===== config.mk =====
export PLATFORM = sky130hd
export DESIGN_NAME = ble_midi_note_tracker_core
export DESIGN_NICKNAME = d
export VERILOG_FILES = /design/src/ble_mnt_pkg.sv /design/src/ble_mnt_ts.sv /design/src/ble_mnt_cmp.sv /design/src/ble_midi_note_tracker_core.sv
export SDC_FILE = /design/constraint.sdc
export NUM_CORES = 1
export LEC_CHECK = 0
export BUFFER_PORTS_ARGS = -buffer_cell sky130_fd_sc_hd__buf_2
export CAP_MARGIN = 20
export CORE_MARGIN = 10
export CORE_UTILIZATION = 60
export CTS_BUF_LIST = sky130_fd_sc_hd__clkbuf_2 sky130_fd_sc_hd__clkbuf_4 sky130_fd_sc_hd__clkbuf_8
export DETAILED_ROUTE_END_ITERATION = 10
export PLACE_DENSITY = 0.77
export SKIP_LAST_GASP = 1
export SLEW_MARGIN = 20
export SYNTH_ARGS = -nofsm -noshare
export SYNTH_HDL_FRONTEND = slang
export SYNTH_HIERARCHICAL = 1
export SYNTH_SLANG_ARGS = --single-unit

===== constraint.sdc =====
create_clock -name clk -period 10 [get_ports clk]
set_input_delay 0 -clock clk [delete_from_list [all_inputs] [get_ports clk]]
set_output_delay 0 -clock clk [all_outputs]
set_load 0.005 [all_outputs]

===== src/ble_mnt_pkg.sv =====
// Shared types and constants for the BLE-MIDI note tracker.
package ble_mnt_pkg;

	localparam logic [15:0] TIMEOUT_RST = 16'd5000;
	localparam logic [7:0]  TS_HI_MASK  = 8'h3f;
	localparam logic [7:0]  TS_LO_MASK  = 8'h7f;
	localparam logic [7:0]  TYPE_ON     = 8'h90;
	localparam logic [7:0]  TYPE_OFF    = 8'h80;
	localparam logic [7:0]  TYPE_MASK   = 8'hf0;
	localparam logic [7:0]  CHAN_MASK   = 8'h0f;
	localparam logic [7:0]  FORCED_VEL  = 8'h80;
	localparam logic [4:0]  MAX_OUT     = 5'd16;

	typedef struct packed {
		logic        kind;
		logic        first_in_packet;
		logic [7:0]  header_byte;
		logic [7:0]  ts_low_byte;
		logic [7:0]  status_byte;
		logic [7:0]  key_number;
		logic [7:0]  velocity;
		logic [31:0] now_ms;
	} in_item_t;

	typedef struct packed {
		logic [7:0]  out_status;
		logic [7:0]  out_key;
		logic [7:0]  out_velocity;
		logic [15:0] delay_ms;
		logic        forced;
		logic        table_full;
		logic        last;
	} out_item_t;

	typedef struct packed {
		logic [7:0]  key;
		logic [3:0]  channel;
		logic [31:0] start;
	} note_entry_t;

	typedef struct packed {
		logic hit;
		logic expired;
	} cmp_t;

	typedef enum logic [2:0] {
		ST_IDLE,
		ST_RD,
		ST_CHK,
		ST_APP,
		ST_EVT,
		ST_FIN
	} state_t;

endpackage


===== src/ble_mnt_ts.sv =====
// Running BLE-MIDI timestamp and delay since the packet's first event.
module ble_mnt_ts (
	input  logic        clk,
	input  logic        arst_n,
	input  logic        upd,
	input  logic        first,
	input  logic [7:0]  header,
	input  logic [7:0]  ts_low,
	output logic [15:0] delay
);

	logic [7:0]  ts_high_q;
	logic [6:0]  low_prev_q;
	logic [15:0] pkt_start_q;
	logic [7:0]  hi_n;
	logic [6:0]  low;
	logic [15:0] t1;
	logic [15:0] start_n;

	always_comb begin
		low = ts_low[6:0] & ble_mnt_pkg::TS_LO_MASK[6:0];
		if (first) begin
			hi_n = header & ble_mnt_pkg::TS_HI_MASK;
		end else if (low < low_prev_q) begin
			hi_n = ts_high_q + 8'd1;
		end else begin
			hi_n = ts_high_q;
		end
		t1      = {1'b0, hi_n, low};
		start_n = first ? t1 : pkt_start_q;
		delay   = t1 - start_n;
	end

	always_ff @(posedge clk or negedge arst_n) begin
		if (!arst_n) begin
			ts_high_q   <= '0;
			low_prev_q  <= '0;
			pkt_start_q <= '0;
		end else if (upd) begin
			ts_high_q   <= hi_n;
			low_prev_q  <= low;
			pkt_start_q <= start_n;
		end
	end

endmodule


===== src/ble_mnt_cmp.sv =====
// Shared compare unit: key/channel match and age check of one table entry.
module ble_mnt_cmp (
	input  ble_mnt_pkg::note_entry_t entry,
	input  logic [7:0]               key,
	input  logic [3:0]               channel,
	input  logic [31:0]              now,
	input  logic [15:0]              timeout,
	output ble_mnt_pkg::cmp_t        res
);

	logic [31:0] age;

	always_comb begin
		age         = now - entry.start;
		res.hit     = (entry.key == key) && (entry.channel == channel);
		res.expired = age > {16'd0, timeout};
	end

endmodule


===== src/ble_midi_note_tracker_core.sv =====
// Top level: note table memory, scan sequencer and result staging.
// An item walks the table entry by entry, each entry a registered memory read (ST_RD) then a
// compare (ST_CHK) that stalls while a forced note-off cannot be staged; an event then passes
// ST_APP, ST_EVT and ST_FIN, a tick only ST_FIN; the next item is taken once the last result
// reaches the output register. Throughput is set by the single compare unit scanning the table entry by entry.
// Reset clears timestamp state and the note count and sets the timeout to 5000 ms; the table
// is never cleared, since entries past the count are never read.
module ble_midi_note_tracker_core #(
	parameter int MAX_NOTES = 16
) (
	input  logic                   clk,
	input  logic                   arst_n,
	input  logic                   in_valid,
	output logic                   in_ready,
	input  ble_mnt_pkg::in_item_t  in_data,
	output logic                   out_valid,
	input  logic                   out_ready,
	output ble_mnt_pkg::out_item_t out_data,
	input  logic                   cfg_we,
	input  logic [15:0]            cfg_wdata
);

	localparam int IDX_W = (MAX_NOTES > 1) ? $clog2(MAX_NOTES) : 1;
	localparam int CNT_W = $clog2(MAX_NOTES + 1);

	ble_mnt_pkg::state_t      state_q, state_d;
	ble_mnt_pkg::in_item_t    in_q;
	ble_mnt_pkg::note_entry_t mem [MAX_NOTES];
	ble_mnt_pkg::note_entry_t rdata_q, new_ent;
	ble_mnt_pkg::out_item_t   pend_q, out_q, push_r, last_r;
	ble_mnt_pkg::cmp_t        cmp;
	logic                     pend_v_q, out_v_q;
	logic [15:0]              timeout_q, delay_q, delay_w;
	logic [CNT_W-1:0]         rd_q, wr_q, cnt_q;
	logic [4:0]               nemit_q;
	logic                     full_q;
	logic                     accept, out_free, is_on, is_off, drop, emit_off;
	logic                     push, flush, keep, scan_end;
	logic [7:0]               ev_type;
	logic [3:0]               ev_ch;

	assign accept   = in_valid && in_ready;
	assign in_ready = (state_q == ble_mnt_pkg::ST_IDLE);
	assign out_free = !out_v_q || out_ready;
	assign out_valid = out_v_q;
	assign out_data  = out_q;
	assign ev_type  = in_q.status_byte & ble_mnt_pkg::TYPE_MASK;
	assign ev_ch    = in_q.status_byte[3:0] & ble_mnt_pkg::CHAN_MASK[3:0];
	assign is_on    = (ev_type == ble_mnt_pkg::TYPE_ON) && (in_q.velocity != 8'd0);
	assign is_off   = (ev_type == ble_mnt_pkg::TYPE_OFF) || (ev_type == ble_mnt_pkg::TYPE_ON);
	assign scan_end = (rd_q + CNT_W'(1)) == cnt_q;

	ble_mnt_ts u_ts (
		.clk    (clk),
		.arst_n (arst_n),
		.upd    (accept && !in_data.kind),
		.first  (in_data.first_in_packet),
		.header (in_data.header_byte),
		.ts_low (in_data.ts_low_byte),
		.delay  (delay_w)
	);

	ble_mnt_cmp u_cmp (
		.entry   (rdata_q),
		.key     (in_q.key_number),
		.channel (ev_ch),
		.now     (in_q.now_ms),
		.timeout (timeout_q),
		.res     (cmp)
	);

	always_comb begin
		new_ent.key     = in_q.key_number;
		new_ent.channel = ev_ch;
		new_ent.start   = in_q.now_ms;
		if (in_q.kind) begin
			drop = cmp.expired && (nemit_q < ble_mnt_pkg::MAX_OUT);
		end else begin
			drop = is_off && cmp.hit;
		end
		// a plain note-off removes its entry silently
		emit_off = drop && (in_q.kind || is_on);
	end

	always_comb begin
		state_d = state_q;
		push    = 1'b0;
		flush   = 1'b0;
		keep    = 1'b0;
		push_r  = '0;
		case (state_q)
			ble_mnt_pkg::ST_IDLE: begin
				if (in_valid) begin
					if (cnt_q != '0) begin
						state_d = ble_mnt_pkg::ST_RD;
					end else begin
						state_d = in_data.kind ? ble_mnt_pkg::ST_FIN : ble_mnt_pkg::ST_APP;
					end
				end
			end
			ble_mnt_pkg::ST_RD: begin
				state_d = ble_mnt_pkg::ST_CHK;
			end
			ble_mnt_pkg::ST_CHK: begin
				push_r.out_status   = ble_mnt_pkg::TYPE_OFF | {4'd0, rdata_q.channel};
				push_r.out_key      = rdata_q.key;
				push_r.out_velocity = ble_mnt_pkg::FORCED_VEL;
				push_r.forced       = 1'b1;
				// hold the entry until the staging register can take the note-off
				if (!(emit_off && !out_free)) begin
					push = emit_off;
					keep = !drop;
					if (scan_end) begin
						state_d = in_q.kind ? ble_mnt_pkg::ST_FIN : ble_mnt_pkg::ST_APP;
					end else begin
						state_d = ble_mnt_pkg::ST_RD;
					end
				end
			end
			ble_mnt_pkg::ST_APP: begin
				state_d = ble_mnt_pkg::ST_EVT;
			end
			ble_mnt_pkg::ST_EVT: begin
				push_r.out_status   = in_q.status_byte;
				push_r.out_key      = in_q.key_number;
				push_r.out_velocity = in_q.velocity;
				push_r.delay_ms     = delay_q;
				push_r.table_full   = full_q;
				if (out_free) begin
					push    = 1'b1;
					state_d = ble_mnt_pkg::ST_FIN;
				end
			end
			ble_mnt_pkg::ST_FIN: begin
				if (!pend_v_q) begin
					state_d = ble_mnt_pkg::ST_IDLE;
				end else if (out_free) begin
					flush   = 1'b1;
					state_d = ble_mnt_pkg::ST_IDLE;
				end
			end
			default: begin
				state_d = ble_mnt_pkg::ST_IDLE;
			end
		endcase
	end

	always_comb begin
		last_r      = pend_q;
		last_r.last = 1'b1;
	end

	always_ff @(posedge clk or negedge arst_n) begin
		if (!arst_n) begin
			state_q <= ble_mnt_pkg::ST_IDLE;
		end else begin
			state_q <= state_d;
		end
	end

	always_ff @(posedge clk or negedge arst_n) begin
		if (!arst_n) begin
			timeout_q <= ble_mnt_pkg::TIMEOUT_RST;
		end else if (cfg_we) begin
			timeout_q <= cfg_wdata;
		end
	end

	always_ff @(posedge clk) begin
		if (state_q == ble_mnt_pkg::ST_RD) begin
			rdata_q <= mem[rd_q[IDX_W-1:0]];
		end
		if (keep) begin
			mem[wr_q[IDX_W-1:0]] <= rdata_q;
		end else if (state_q == ble_mnt_pkg::ST_APP && is_on && cnt_q < CNT_W'(MAX_NOTES)) begin
			mem[cnt_q[IDX_W-1:0]] <= new_ent;
		end
	end

	always_ff @(posedge clk) begin
		if (accept) begin
			in_q    <= in_data;
			delay_q <= delay_w;
		end
	end

	always_ff @(posedge clk or negedge arst_n) begin
		if (!arst_n) begin
			rd_q    <= '0;
			wr_q    <= '0;
			cnt_q   <= '0;
			nemit_q <= '0;
			full_q  <= 1'b0;
		end else begin
			if (accept) begin
				rd_q    <= '0;
				wr_q    <= '0;
				nemit_q <= '0;
				full_q  <= 1'b0;
			end
			if (state_q == ble_mnt_pkg::ST_CHK && !(emit_off && !out_free)) begin
				rd_q <= rd_q + CNT_W'(1);
				if (keep) begin
					wr_q <= wr_q + CNT_W'(1);
				end
				if (push) begin
					nemit_q <= nemit_q + 5'd1;
				end
				// compact: survivors are packed down to the new count
				if (scan_end) begin
					cnt_q <= wr_q + CNT_W'(keep);
				end
			end
			if (state_q == ble_mnt_pkg::ST_APP && is_on) begin
				if (cnt_q < CNT_W'(MAX_NOTES)) begin
					cnt_q <= cnt_q + CNT_W'(1);
				end else begin
					full_q <= 1'b1;
				end
			end
		end
	end

	// Pending result waits until it is known whether it is the last one.
	always_ff @(posedge clk or negedge arst_n) begin
		if (!arst_n) begin
			pend_v_q <= 1'b0;
			out_v_q  <= 1'b0;
		end else begin
			if (push) begin
				pend_v_q <= 1'b1;
				if (pend_v_q) begin
					out_v_q <= 1'b1;
				end else if (out_ready) begin
					out_v_q <= 1'b0;
				end
			end else if (flush) begin
				pend_v_q <= 1'b0;
				out_v_q  <= 1'b1;
			end else if (out_ready) begin
				out_v_q <= 1'b0;
			end
		end
	end

	always_ff @(posedge clk) begin
		if (push) begin
			pend_q <= push_r;
			if (pend_v_q) begin
				out_q <= pend_q;
			end
		end else if (flush) begin
			out_q <= last_r;
		end
	end

	a_cnt_range: assert property (@(posedge clk) disable iff (!arst_n)
		cnt_q <= CNT_W'(MAX_NOTES))
		else $error("note count past table size");

	a_emit_cap: assert property (@(posedge clk) disable iff (!arst_n)
		nemit_q <= ble_mnt_pkg::MAX_OUT)
		else $error("more forced note-offs than allowed");

	a_idle_clean: assert property (@(posedge clk) disable iff (!arst_n)
		(state_q == ble_mnt_pkg::ST_IDLE) |-> !pend_v_q)
		else $error("result left pending while idle");

	a_compact: assert property (@(posedge clk) disable iff (!arst_n)
		(state_q == ble_mnt_pkg::ST_CHK) |-> (wr_q <= rd_q))
		else $error("compaction write ahead of read");

	a_flush_last: assert property (@(posedge clk) disable iff (!arst_n)
		flush |=> (out_v_q && out_q.last))
		else $error("final result not marked last");

endmodule

After elaboration in Yosys (flattened, before gate mapping)
Memory sizes are Yosys's and may differ from the RTL's. A register that Yosys moved wholly into a read port is not among the register bits.
Index checks and enable logic that the tools add are counted.
- latch bits: 0
- memory bits (writable): 704
- logic and storage cells: 141
- memories: 1
- register bits: 231
- memory bits (read-only): 0
- output and inout bits: 45
- input port bits: 95
- multiply operators: 0
- bitwise operators: 0
- shift-type cells: 0
- divide/modulo/power cells: 0
- order comparisons: 4
- muxes and demuxes: 55
- reductions and logical operators: 27
- equal/unequal tests: 15
- add/sub/neg operators: 8
- memories (memory ; depth ; bits a word ; read ports ; clocked after Yosys merged registers in ; write ports ; line ; source):
    mem ; 16 ; 44 ; 1 ; 1 ; 1 ; ble_midi_note_tracker_core.sv:28 ; ble_mnt_pkg::note_entry_t mem [MAX_NOTES];
- operators with widths (operator ; count):
    $mux 43 ; 3
    $mux 5 ; 12
    $pmux 24 s2 ; 1
    $mux 44 ; 1
    $reduce_or 44->1 ; 1
    $gt 32x16->1 ; 1
    $sub 32x32->32 ; 1
    $mux 3 ; 9
    $mux 1 ; 23
    $add 5x1->5 const B ; 4
    $pmux 3 s6 ; 1
    $mux 16 ; 1
    $mux 8 ; 2
    $sub 15x16->16 ; 1
    $logic_and 1x1->1 ; 11
    $lt 5x5->1 const B ; 2
    $add 8x1->8 const B ; 1
    $eq 4x4->1 const B ; 2
    $eq 8x8->1 ; 1
    $ne 2x2->1 const B ; 4
    $reduce_bool 8->1 ; 1
    $lt 7x7->1 ; 1
    $eq 3x2->1 const B ; 2
    $eq 3x3->1 const B ; 2
    other kinds (14) ; 21

Longest topological paths before layout
- depth in word-level cells: 13
- gate-level depth with buffers: 30
- depth with buffers taken out: 29

Modules after synthesis
The synthesis kept the hierarchy.
- by module, submodules not included (module ; cells an instance ; area each (um^2) ; times used ; seq. area each (um^2)):
    ble_midi_note_tracker_core ; 1633 ; 35896.9 ; 1 ; 28263.4
    ble_mnt_ts ; 320 ; 2558.7 ; 1 ; 775.7
    ble_mnt_cmp ; 354 ; 2439.8 ; 1 ; 0.0

Least setup slack after synthesis
OpenSTA, ideal clock, no wires.
- path type: register -> register
- start: register rdata_q[1] (netlist name)
- end: memory mem[8][0] (netlist name), enable pin
- data required time: 9.554 ns
- buffers on the path: 1
- arrival: 6.372 ns
- path slack: 3.183 ns
- cell stages (with the launch flop): 24
- path through: edfxtp_1 -> inv_1 -> ha_1 -> nor2b_4 -> o31a_1 -> o31a_1 -> a221o_2 -> a21bo_4 -> a31oi_1 -> xnor2_1 -> ha_1 -> nand4_1 -> nor2_1 -> a221o_1 -> or3_1 -> o21ai_0 -> nand4_1 -> nor4b_1 -> nand4_1 -> nand3b_1 -> o211a_1 -> buf_4 -> a32oi_1 -> nor2_1
- RTL lines (what ; line):
    to (decl) ; ble_midi_note_tracker_core.sv:28

==> flow_summary.toml <==
[run_status]
status = "finished clean"

[detailed_routing]
ant_nets = 0
drc = 0
first_pass_iters = 5
route.final.wire_length_um = 92600
via_count = 23100
via_per_inst = 6.20
routedWlPerCell_um = 24.8
drt_first_iter_violations = 2329

[clocking]
htree_levels = 4
post-cts-setup-buffer-count = 0
cts_buffer_depth = 3
clkTransAtPathRegs_ns = 0.05
clk_latency_ns = 0.80
cts_inserted_buffers = 156
cts_resized = 0
cts_tree = "yes"
cts-root-buf = "clkbuf_8"
cts_hold_buf = 193
cts_sinks = 979

[power]
power.share.clock = 0.258
p_leak_uw = 0.0167
power_density_nw_per_um2 = 272
peakVddDrop_mv = 0.190
internal_power_uw = 8890
switching_share = 0.316
p_comb_frac = 0.292
p_sw_uw = 4110
seqPwrFrac = 0.449

[die]
core_um2 = 67400
die_x_um = 281
die-area_um2 = 79000
std_cell_rows = 95
io_pins = 140
die_h_um = 281
initial_core_util = 0.607

[setup_path]
cp-end-kind = "register"
rr_worst_depth = 21
crit_path_max_fanout = 24
path_class = "register to register"
critPathRequiredTime_ns = 10.46
r2r_slack_ns = 1.85
startpoint_type = "register"
r2r_end = "mem[2][1]"
r2r_start = "rdata_q[0]"
critPathArrivalTime_ns = 8.61

[sta]
fmax_mhz = 123
rsz0062_at_grt = "false"
fin_skew_ns = 0.0360
period_share = 0.815
final_max_slew_viol_count = 0
fin_hold_ws_ns = 0.0558
setup_violations = 0
worstMarginPinSlew_ns = 1.13
post-route-min-period_ns = 8.15
maxSlewHeadroom = 0.247
final_hold_viol_count = 0
setup_tns_ns = 0

[placement]
post-dp-hpwl_um = 53200
gp_congestion = 0.854
post_dp_cell_area_um2 = 42800
io_buffer_count = 136

[logic_synthesis]
syn_area_um2 = 40900
synth_edf_count = 906
seq_area_frac_synth = 0.710
async_reset_ff_frac = 0.0746
synth_nets = 2480
ys_ff_latch = 979
synthCells = 2307
synth_cell_types = 93
synth_flop_cell = "edfxtp_1"
ys_warn_count = 6
avgSynthCellArea_um2 = 17.7

[grt]
grt-ovfl-total = 0
grt_pass1_wl_um = 142000
first_global_vias = 24200
antenna_found_initial = 1
grt.total_usage = 0.239
grt_max_degree = 113

[finish]
final_cell_mix = "edfxtp_1 (906), nand2_1 (236), mux4_2 (220), dlygate4sd3_1 (193), clkbuf_8 (160)"
fin_util = 0.710
syn_to_final_growth_pct = 17.0
final_nets = 2911
drive_gt1_frac = 0.250
fin_area_um2 = 47800
final_common_cell = "edfxtp_1"

[hold_path]
hold_end = "u_ts/low_prev_q[6]"
min-delay-start = "in_data[62]"
worstHoldPathCells = 4
hp-class = "primary input to register"

[run]
maxCapViolCount = 0
==> critical path: stages (launching register included) <==
cell and delay, ns:
edfxtp_1 0.40, ha_1 0.27, fa_1 0.42, nand2b_1 0.18, a21oi_1 0.27, o21ai_1 0.29, a31oi_1 0.51, xor2_1 0.47
ha_1 0.36, a21oi_1 0.15, nand2_1 0.09, a221o_1 0.35, or3_1 0.32, o21ai_0 0.32, nand4_1 0.17, nor4b_1 0.32
nand4_1 0.39, nand3b_1 0.35, o211a_1 0.40, a31oi_1 0.39, nor2_4 0.97, buf_4 0.38
==> flip-flops by register name, indices dropped and copies added, names as in the netlist, 8 cells and up <==
register and flops:
u_ts/pkt_start_q 16, last_r 42, in_q 49, delay_q 16, timeout_q 16, rdata_q 44, out_data 43, u_ts/ts_high_q 8
mem 704
==> cells by family (layout without fill, tap and decap cells) <==
kind of cell | after synthesis | count (layout) | synth area share
muxes | 258 | 258 | 0.131
DFF | 979 | 979 | 0.710
adders and majority gates | 78 | 78 | 0.0242
other | 0 | 2 | 0
buffers and inverters | 179 | 731 | 0.0181
and+or+nand+nor | 498 | 498 | 0.0600
xor gates and xnor gates | 55 | 55 | 0.0125
AOI/OAI and AO/OA | 260 | 260 | 0.0440
==> area by class of cell <==
type,count,area (µm²)
antenna,2,5.00
clock buffer,221,2660
clock inverter,58,402
fill,3971,19600
inverter,78,294
multi-input combinational,1149,11300
sequential,979,29100
tap,873,1090
timing repair buffer,374,3060
==> worst max path at each step <==
stage	from	end	slack, ns
6_report	rdata_q[0]	mem[2][1]	1.85
5_1_grt	rdata_q[0]	mem[3][2]	1.48
4_1_cts	rdata_q[0]	mem[2][1]	2.15
3_5_place_dp	rdata_q[0]	mem[4][36]	2.19
3_3_place_gp	rdata_q[0]	mem[10][30]	2.14
2_1_floorplan	rdata_q[1]	mem[8][0]	3.18
==> cells in the mapped netlist, types with 20 or more instances <==
master / count / area (µm²)
and3_1: 35 / 219
nand2_1: 236 / 886
mux2_2: 20 / 225
edfxtp_1: 906 / 27200
inv_1: 76 / 285
a21oi_1: 60 / 300
buf_2: 32 / 160
dfrtp_1: 68 / 1700
o21ai_0: 39 / 195
clkbuf_1: 59 / 221
nor2_1: 64 / 240
ha_1: 76 / 951
xnor2_1: 35 / 307
nand3_1: 33 / 165
mux4_2: 220 / 4950
==> power groups by stage <==
stage	Sequential, µW	Combinational (µW)	Clock [µW]
floorplan	5730	2800	0
global placement	5890	3540	0
detailed placement	5920	3700	0
CTS	5840	3780	3400
global route	5890	4160	3600
finish	5840	3800	3360
==> stage by stage <==
step	std cells	power (µW)	setup slack (ns)
global route	3734	13700	1.48
floorplan	2307	8520	3.18
CTS	3732	13000	2.15
detailed placement	3260	9610	2.19
finish	3734	13000	1.85
global placement	3255	9430	2.14
==> metal layers <==
layer	GRT usage	routed length (µm)
met5	0	0
met4	0.0846	2490
met3	0.0536	8200
met2	0.392	46400
met1	0.314	35500
No activity file was read; power rests on OpenSTA's default activity.
